===== src/rtl/core/tbud_pkg.sv =====
package tbud_pkg;

    localparam int CFG_IDX_W = 3;
    localparam int CFG_DATA_W = 17;

    localparam logic [CFG_IDX_W-1:0] REG_LOW_CROSS   = 3'd0;
    localparam logic [CFG_IDX_W-1:0] REG_HIGH_CROSS  = 3'd1;
    localparam logic [CFG_IDX_W-1:0] REG_DEPTH       = 3'd2;
    localparam logic [CFG_IDX_W-1:0] REG_ATTACK      = 3'd3;
    localparam logic [CFG_IDX_W-1:0] REG_RELEASE     = 3'd4;
    localparam logic [CFG_IDX_W-1:0] REG_LOW_MAKEUP  = 3'd5;
    localparam logic [CFG_IDX_W-1:0] REG_MID_MAKEUP  = 3'd6;
    localparam logic [CFG_IDX_W-1:0] REG_HIGH_MAKEUP = 3'd7;

    localparam logic [15:0] LOW_CROSS_RESET  = 16'd1928;
    localparam logic [15:0] HIGH_CROSS_RESET = 16'd34242;
    localparam logic [16:0] DEPTH_RESET      = 17'd65536;
    localparam logic [15:0] ATTACK_RESET     = 16'd64170;
    localparam logic [15:0] RELEASE_RESET    = 16'd65372;

    localparam logic [15:0] CROSS_MAX = 16'd64880;
    localparam logic [16:0] DEPTH_ONE = 17'd65536;
    localparam logic [31:0] ENV_FLOOR = 32'd21475;
    localparam logic signed [19:0] DB_PER_LOG2 = 20'sd394566;
    localparam logic signed [19:0] LOG2_PER_DB = 20'sd10885;
    localparam logic [15:0] UP_CAP = 16'd4608;

    localparam logic [1:0] BAND_LOW  = 2'd0;
    localparam logic [1:0] BAND_MID  = 2'd1;
    localparam logic [1:0] BAND_HIGH = 2'd2;

    localparam logic [1:0] SM_LP_L = 2'd0;
    localparam logic [1:0] SM_LP_R = 2'd1;
    localparam logic [1:0] SM_HP_L = 2'd2;
    localparam logic [1:0] SM_HP_R = 2'd3;

    localparam logic [3:0] OP_NOP      = 4'd0;
    localparam logic [3:0] OP_LOAD     = 4'd1;
    localparam logic [3:0] OP_SM_MUL   = 4'd2;
    localparam logic [3:0] OP_SM_ADD   = 4'd3;
    localparam logic [3:0] OP_BAND     = 4'd4;
    localparam logic [3:0] OP_ENV_MUL  = 4'd5;
    localparam logic [3:0] OP_ENV_UPD  = 4'd6;
    localparam logic [3:0] OP_LOG      = 4'd7;
    localparam logic [3:0] OP_DB_MUL   = 4'd8;
    localparam logic [3:0] OP_GAIN_MUL = 4'd9;
    localparam logic [3:0] OP_T_MUL    = 4'd10;
    localparam logic [3:0] OP_WET_MUL  = 4'd11;
    localparam logic [3:0] OP_WET_SH   = 4'd12;
    localparam logic [3:0] OP_MIX_MUL  = 4'd13;
    localparam logic [3:0] OP_MIX_ACC  = 4'd14;
    localparam logic [3:0] OP_OUT      = 4'd15;

    typedef struct packed {
        logic [3:0] op;
        logic [1:0] sel;
        logic [1:0] band;
        logic       ch;
    } cmd_t;

    function automatic logic signed [15:0] thr_db(input logic [1:0] b);
        case (b)
            BAND_LOW:  return -16'sd5120;
            BAND_MID:  return -16'sd4608;
            default:   return -16'sd3840;
        endcase
    endfunction

    function automatic logic [16:0] down_slope(input logic [1:0] b);
        case (b)
            BAND_LOW:  return 17'd54613;
            BAND_MID:  return 17'd57344;
            default:   return 17'd58982;
        endcase
    endfunction

    function automatic logic [16:0] up_slope(input logic [1:0] b);
        case (b)
            BAND_LOW:  return 17'd46811;
            BAND_MID:  return 17'd49152;
            default:   return 17'd50972;
        endcase
    endfunction

    function automatic logic [63:0] isqrt64(input logic [63:0] v_in);
        logic [63:0] v;
        logic [63:0] r;
        logic [63:0] b;
        v = v_in;
        r = 64'd0;
        for (int s = 31; s >= 0; s--)
        begin
            b = 64'd1 << (2 * s);
            if (v >= r + b)
            begin
                v = v - (r + b);
                r = (r >> 1) + b;
            end
            else
            begin
                r = r >> 1;
            end
        end
        return r;
    endfunction

    // log2(1 + i/2^t) in q.16 by repeated squaring
    function automatic logic [15:0] log_entry(input int t, input int i);
        logic [63:0] y;
        logic [15:0] r;
        y = (64'(1 << t) + 64'(i)) << (30 - t);
        r = 16'd0;
        for (int b = 15; b >= 0; b--)
        begin
            y = (y * y) >> 30;
            if (y >= (64'd2 << 30))
            begin
                y = y >> 1;
                r[b] = 1'b1;
            end
        end
        return r;
    endfunction

    // exp2 mantissa in q1.16
    function automatic logic [16:0] exp_mant(input int t, input int i);
        logic [63:0] v;
        logic [63:0] acc;
        v = 64'd2 << 30;
        acc = 64'd1 << 30;
        for (int j = 1; j <= t; j++)
        begin
            v = isqrt64(v << 30);
            if (((i >> (t - j)) & 1) != 0)
            begin
                acc = (acc * v) >> 30;
            end
        end
        return 17'(acc >> 14);
    endfunction

endpackage


===== src/rtl/core/tbud_ctrl.sv =====
module tbud_ctrl (
    input  logic             clk,
    input  logic             rst_n,
    input  logic             in_valid,
    output logic             in_ready,
    output logic             out_valid,
    input  logic             out_ready,
    output tbud_pkg::cmd_t   cmd
);

    localparam logic [3:0] S_IDLE     = tbud_pkg::OP_NOP;
    localparam logic [3:0] S_SM_MUL   = tbud_pkg::OP_SM_MUL;
    localparam logic [3:0] S_SM_ADD   = tbud_pkg::OP_SM_ADD;
    localparam logic [3:0] S_BAND     = tbud_pkg::OP_BAND;
    localparam logic [3:0] S_ENV_MUL  = tbud_pkg::OP_ENV_MUL;
    localparam logic [3:0] S_ENV_UPD  = tbud_pkg::OP_ENV_UPD;
    localparam logic [3:0] S_LOG      = tbud_pkg::OP_LOG;
    localparam logic [3:0] S_DB_MUL   = tbud_pkg::OP_DB_MUL;
    localparam logic [3:0] S_GAIN_MUL = tbud_pkg::OP_GAIN_MUL;
    localparam logic [3:0] S_T_MUL    = tbud_pkg::OP_T_MUL;
    localparam logic [3:0] S_WET_MUL  = tbud_pkg::OP_WET_MUL;
    localparam logic [3:0] S_WET_SH   = tbud_pkg::OP_WET_SH;
    localparam logic [3:0] S_MIX_MUL  = tbud_pkg::OP_MIX_MUL;
    localparam logic [3:0] S_MIX_ACC  = tbud_pkg::OP_MIX_ACC;
    localparam logic [3:0] S_OUT      = tbud_pkg::OP_OUT;

    logic [3:0] state_reg;
    logic [3:0] state_next;
    logic [1:0] sm_reg;
    logic [1:0] sm_next;
    logic [1:0] band_reg;
    logic [1:0] band_next;
    logic       ch_reg;
    logic       ch_next;
    logic       out_valid_reg;
    logic       out_valid_next;

    always_comb
    begin
        state_next = state_reg;
        sm_next = sm_reg;
        band_next = band_reg;
        ch_next = ch_reg;
        out_valid_next = out_valid_reg & ~out_ready;
        cmd.op = state_reg;
        cmd.sel = sm_reg;
        cmd.band = band_reg;
        cmd.ch = ch_reg;
        case (state_reg)
            S_IDLE:
            begin
                cmd.op = tbud_pkg::OP_NOP;
                if (in_valid)
                begin
                    cmd.op = tbud_pkg::OP_LOAD;
                    sm_next = tbud_pkg::SM_LP_L;
                    state_next = S_SM_MUL;
                end
            end
            S_SM_MUL:   state_next = S_SM_ADD;
            S_SM_ADD:
            begin
                if (sm_reg == tbud_pkg::SM_HP_R)
                begin
                    band_next = tbud_pkg::BAND_LOW;
                    ch_next = 1'b0;
                    state_next = S_BAND;
                end
                else
                begin
                    sm_next = sm_reg + 2'd1;
                    state_next = S_SM_MUL;
                end
            end
            S_BAND:     state_next = S_ENV_MUL;
            S_ENV_MUL:  state_next = S_ENV_UPD;
            S_ENV_UPD:  state_next = S_LOG;
            S_LOG:      state_next = S_DB_MUL;
            S_DB_MUL:   state_next = S_GAIN_MUL;
            S_GAIN_MUL: state_next = S_T_MUL;
            S_T_MUL:    state_next = S_WET_MUL;
            S_WET_MUL:  state_next = S_WET_SH;
            S_WET_SH:   state_next = S_MIX_MUL;
            S_MIX_MUL:  state_next = S_MIX_ACC;
            S_MIX_ACC:
            begin
                if (ch_reg && band_reg == tbud_pkg::BAND_HIGH)
                begin
                    state_next = S_OUT;
                end
                else if (ch_reg)
                begin
                    ch_next = 1'b0;
                    band_next = band_reg + 2'd1;
                    state_next = S_BAND;
                end
                else
                begin
                    ch_next = 1'b1;
                    state_next = S_BAND;
                end
            end
            S_OUT:
            begin
                cmd.op = tbud_pkg::OP_NOP;
                if (!out_valid_reg || out_ready)
                begin
                    cmd.op = tbud_pkg::OP_OUT;
                    out_valid_next = 1'b1;
                    state_next = S_IDLE;
                end
            end
            default:
            begin
                cmd.op = tbud_pkg::OP_NOP;
                state_next = S_IDLE;
            end
        endcase
    end

    always_ff @(posedge clk or negedge rst_n)
    begin
        if (!rst_n)
        begin
            state_reg <= S_IDLE;
            sm_reg <= tbud_pkg::SM_LP_L;
            band_reg <= tbud_pkg::BAND_LOW;
            ch_reg <= 1'b0;
            out_valid_reg <= 1'b0;
        end
        else
        begin
            state_reg <= state_next;
            sm_reg <= sm_next;
            band_reg <= band_next;
            ch_reg <= ch_next;
            out_valid_reg <= out_valid_next;
        end
    end

    assign in_ready = (state_reg == S_IDLE);
    assign out_valid = out_valid_reg;

endmodule


===== config.mk =====
export PLATFORM = sky130hd
export DESIGN_NAME = tbud_ctrl
export DESIGN_NICKNAME = d
export VERILOG_FILES = /design/src/rtl/core/tbud_pkg.sv /design/src/rtl/core/tbud_ctrl.sv
export SDC_FILE = /design/constraint.sdc
export NUM_CORES = 1
export LEC_CHECK = 0
export BUFFER_PORTS_ARGS = -buffer_cell sky130_fd_sc_hd__buf_2
export CORE_MARGIN = 4
export CORE_UTILIZATION = 30
export DETAILED_ROUTE_END_ITERATION = 12
export GPL_ROUTABILITY_DRIVEN = 0
export PLACE_DENSITY = 0.57
export RECOVER_POWER = 50
export SYNTH_ARGS = -nofsm -noshare
export SYNTH_HDL_FRONTEND = slang
export SYNTH_SLANG_ARGS = --single-unit

===== constraint.sdc =====
create_clock -name clk -period 1.49 [get_ports clk]
set_input_delay 0.298 -clock clk [delete_from_list [all_inputs] [get_ports clk]]
set_output_delay 0.298 -clock clk [all_outputs]
set_load 0.02 [all_outputs]

Word-level counts from Yosys, hierarchy flattened
Cells that the tools add are included.
{ "op_classes": {"reduce_logical": 11, "div": 0, "n_shift": 0, "bitwise_logic": 2, "order_cmp": 0, "add_sub_neg": 2, "mux": 21, "n_eq_ne": 22, "multipliers": 0} }
{ "ops": {"columns": ["operator", "n"], "rows": [
  ["case mux 4 bit (15 select lines)", 1],
  ["== test 4 bit (second input constant)", 8],
  ["== test 4 x 3 -> 1 bit (second input constant)", 4],
  ["2-to-1 mux 4 bit", 4],
  ["OR reduction 13 bit", 1],
  ["!= test 2 bit (second input constant)", 6],
  ["case mux 4 bit (3 select lines)", 1],
  ["2-to-1 mux 2 bit", 5],
  ["== test 4 x 2 -> 1 bit (second input constant)", 2],
  ["case mux 2 bit (2 select lines)", 2],
  ["2-to-1 mux 1 bit", 6],
  ["AND reduction 3 bit", 2],
  ["adder 2 x 1 -> 2 bit (second input constant)", 2],
  ["== test 2 bit (second input constant)", 2],
  ["zero test 4 bit", 1],
  ["AND reduction 4 bit", 1],
  ["nonzero test 2 bit", 2],
  ["2-to-1 mux 3 bit", 1],
  ["case mux 1 bit (2 select lines)", 1],
  ["AND reduction 2 bit", 1],
  ["bitwise AND 1 bit", 1],
  ["logical AND 1 bit", 1],
  ["zero test 1 bit", 1],
  ["logical OR 1 bit", 1],
  ["inverter 1 bit", 1]
]} }
{ "word_totals": {"latch_bits": 0, "out_inout_bits": 11, "in_bits": 4, "rom_bits": 0, "ram_bits": 0, "register_bits": 10, "elab_cells": 63, "n_memories": 0} }

Longest topological paths before layout
{ "logic_depth": {"depth_word": 4, "mapped_depth": 5, "depth_no_buf": 5} }

Worst setup path before layout
Ideal clock, no wire load.
{ "synth_path": {"kind": "register to output", "start": "register state_reg[1]", "end": "output cmd[5] in the netlist's numbering", "path_buffers": 2, "arrival_ps": 1481, "path_stages_with_launch": 6, "path_slack_ps": -289, "cell_sequence": "dfrtp_1 -> buf_2 -> clkbuf_1 -> nor2_1 -> a21oi_1 -> a221oi_1"} }
{ "synth_lines": {"columns": ["element", "line_no", "rtl"], "rows": [
  ["start: declaration", "tbud_ctrl.sv:27", "logic [3:0] state_reg;"],
  ["start signal: assignment", "tbud_ctrl.sv:133", "state_reg <= state_next;"],
  ["end: declaration", "tbud_ctrl.sv:8", "output tbud_pkg::cmd_t cmd"]
]} }

Worst setup path in the final report
{ "layout_path": {"start": "register state_reg[1]", "end": "register sm_reg[0]"} }
{ "layout_between": {"elab_chain_len": 3, "elab_cells_between_ends": 7} }
{ "layout_rtl": {"columns": ["element", "line_no", "rtl"], "rows": [
  ["== test 4 x 2 -> 1 bit / zero test 4 bit (equally long branches)", "tbud_ctrl.sv:49", "case (state_reg)"],
  ["!= test 2 bit (no source line) / nonzero test 2 bit (equally long branches)", null, null],
  ["AND reduction 3 bit (no source line)", null, null],
  ["end signal: assignment", "tbud_ctrl.sv:126", "sm_reg <= tbud_pkg::SM_LP_L;"],
  ["end signal: assignment", "tbud_ctrl.sv:134", "sm_reg <= sm_next;"],
  ["end: declaration", "tbud_ctrl.sv:29", "logic [1:0] sm_reg;"]
]} }
Parallel ways exist; a longest one is shown, timed or not.
A chain may end at the register's enable or synchronous reset.

==> run metrics <==
combinational fraction of design power 0.031; Skew-Pair Late Insertion Delay ~0.26 ns; #FFs+latches synth 10; Synth top area share 0.332; initial core utilization 0.328; initial antenna violation count 0; Num Clock Sinks 10; RSZ-0062 raised after global routing yes; Total GRT Usage 0.137; r2r setup slk -0.16 ns; Cell Rows 17; routed vias/inst between 5 and 6; Switching Fraction 0.221; Final Slew Violations 0; CP max stage delay 0.44 ns; final worst setup slack -0.160 ns; clock tree buffer depth 2; layout cell share with drive strength beyond 1 0.607; Vias just over 800; VDD IR-drop max ~0.00035 V; crit path launch type flop; Cells after Synth between 80 and 90; PortBufs 14; Async S/R FF share, synth 1.00; Hold Path Class in -> reg; cell taking the most area after synthesis dfrtp_1; clock slew at reported path FFs 0.07 ns; CP Max Fanout 5; outcome complete, but fails checks; final instance area roughly 1200 µm²; CP Class reg -> reg; Final Hold Fails 0; CP Buf/Inv Count 2; Net count, final 130; post-route minimum period 1.65 ns; htree depth 1; met1 Resource Use GR 0.155; Worst EP required 1.64 ns; GR Layer Usage met3 0.0178; Synth Cell Area 754 µm²; core area 2300 µm²; fillcell total approximately 210; Multi-input gate area 528 µm²; sequential share of power 0.571; Antenna Nets Post-Route 0; P_leak 0.534 nW; DP HPWL around 1300 µm; CTS root buf clkbuf_4; critical path endpoint category flop; failing checks negative setup slack; ranking of synthesized cells by area dfrtp_1 (33%), nor2_1 (3.5%), ha_1 (3.3%); I/O pins 15; Net Count, Synth 88; slew margin rel. 0.592; final core occ 0.521; Period Utilization, post-route 1.11; worst path cell trace buf_4, buf_6, or3b_1, a21o_1, mux2_4; CTS Buf Count 3; first-pass GRT wire length ~3500 µm; Synth Flop Type dfrtp_1; area grow syn2layout 58.7%; DIE HEIGHT 58.2 µm; most frequent cells in the layout buf_4 (27), buf_2 (9), buf_6 (7); routed len/inst around 15 µm; WL final 2200 µm; clk_skew approximately 0.0017 ns; die area 3380 µm²; Reg area 256 µm²; TritonRoute pass-1 iters 4; max FFs per register 4; P_sw 105 µW; Pwr Density around 400 nW/µm²; internal power 370 µW; Post-Place Cell Area 965 µm²; Die Wd around 58 µm; Post-synth EDFFs 0; GRT Max-Usage Layer met2; met2 Use GR 0.247; max_cap viols 0; DRC Markers 0; clock share of power 0.398; sequential-to-total area share from yosys stat 0.332; global route total overflow 0; Crit-path slowest cell dfrtp_2; synth unique cells 43; Peak Freq 606 MHz; syn avg cell area between 9 and 10 µm²; DR iter-0 viols 14; delay-heaviest family, CP flip-flops; Slew @ Worst Pin 0.612 ns; ant diodes 0; arrival time worst endpoint 1.80 ns; commonest non-fill, non-tap cell in the layout buf_4; vias in the first global route 804; Yosys warning total 0; largest net degree at the start of global routing 11; Final setup viols 8; CTS tree done
==> cells in the mapped netlist (2+ instances only) <==
master,count
dfrtp_1,10
nor2_1,7
nand2b_1,4
a21oi_1,3
buf_2,3
inv_1,3
nand2_1,3
nand3b_1,3
o21ai_0,3
a41oi_1,2
buf_4,2
clkbuf_1,2
ha_1,2
mux2_1,2
nor3_1,2
o211a_1,2
o211ai_1,2
o221ai_1,2
==> path summary, 6_finish.rpt <==
| check | startpoint | to | cells after the start |
|---|---|---|---|
| max in group asynchronous | rst_n | state_reg[0] | 2 |
| min reg2reg | sm_reg[1] | sm_reg[1] | 1 |
| max reg2reg | state_reg[1] | sm_reg[0] | 5 |
| max | state_reg[1] | sm_reg[0] | 5 |
| min | out_ready | state_reg[2] | 3 |
| min in group asynchronous | rst_n | ch_reg | 2 |
==> routing by layer <==
metal	share of wire	routed length (µm)	up-vias
met5	0	0	-
met1	0.41	913	389
met4	0.012	27	0
met2	0.52	1140	24
met3	0.054	118	4
li1	-	-	396
==> repair_timing <==
| item | 4_1_cts | 5_1_grt |
|---|---|---|
| cloned | 1 | 0 |
| gates resized for setup | 22 | 9 |
| pin swaps | 5 | 3 |
| endpoints found under the setup margin | 6 | 10 |
| hold endpoints to repair | 10 | 0 |
| hold buffers | 1 | 0 |
| setup buffers | 9 | 3 |
==> final cells by class <==
class | instances | area share
Clock buffer | 3 | 0.0188
Inverter | 4 | 0.0125
Multi-Input combinational cell | 60 | 0.441
Sequential cell | 10 | 0.214
Tap cell | 28 | 0.0293
Timing Repair Buffer | 45 | 0.284
==> per-stage QoR <==
stage	setup slack (ns)	setup TNS, ns	power, mW	std cells	hold WS, ns
after detailed placement	-0.0557	-0.0816	0.289	133	0.182
final	-0.160	-0.820	0.475	150	0.423
after global routing	-0.226	-1.32	0.493	150	0.445
after CTS	-0.159	-0.528	0.480	147	0.373
after floorplan	-0.106	-0.340	0.278	82	0.00241
after global placement	-0.0297	-0.0379	0.289	133	0.194
==> kinds of logic after synthesis <==
logic type	after synthesis	synth area share
AND/OR/NAND/NOR	31	0.269
AO/OA/AOI/OAI	25	0.252
buffers and inverters	12	0.0846
flip-flops	10	0.332
multiplexers	2	0.0298
adder cells (fa/ha/maj)	2	0.0332
==> worst reg2reg max path, stage by stage (launching register included) <==
cell	delay, ns
dfrtp_2	0.44
buf_4	0.15
buf_6	0.11
or3b_1	0.34
a21o_1	0.20
mux2_4	0.30
==> power groups by stage <==
stage	sequential, mW	combinational (mW)	clock, mW
6_report	0.271	0.0148	0.189
5_1_grt	0.271	0.0167	0.206
4_1_cts	0.271	0.0147	0.195
3_5_place_dp	0.276	0.0124	0
3_3_place_gp	0.276	0.0130	0
2_1_floorplan	0.277	0.00172	0
Power figures use the tool's default switching activity.
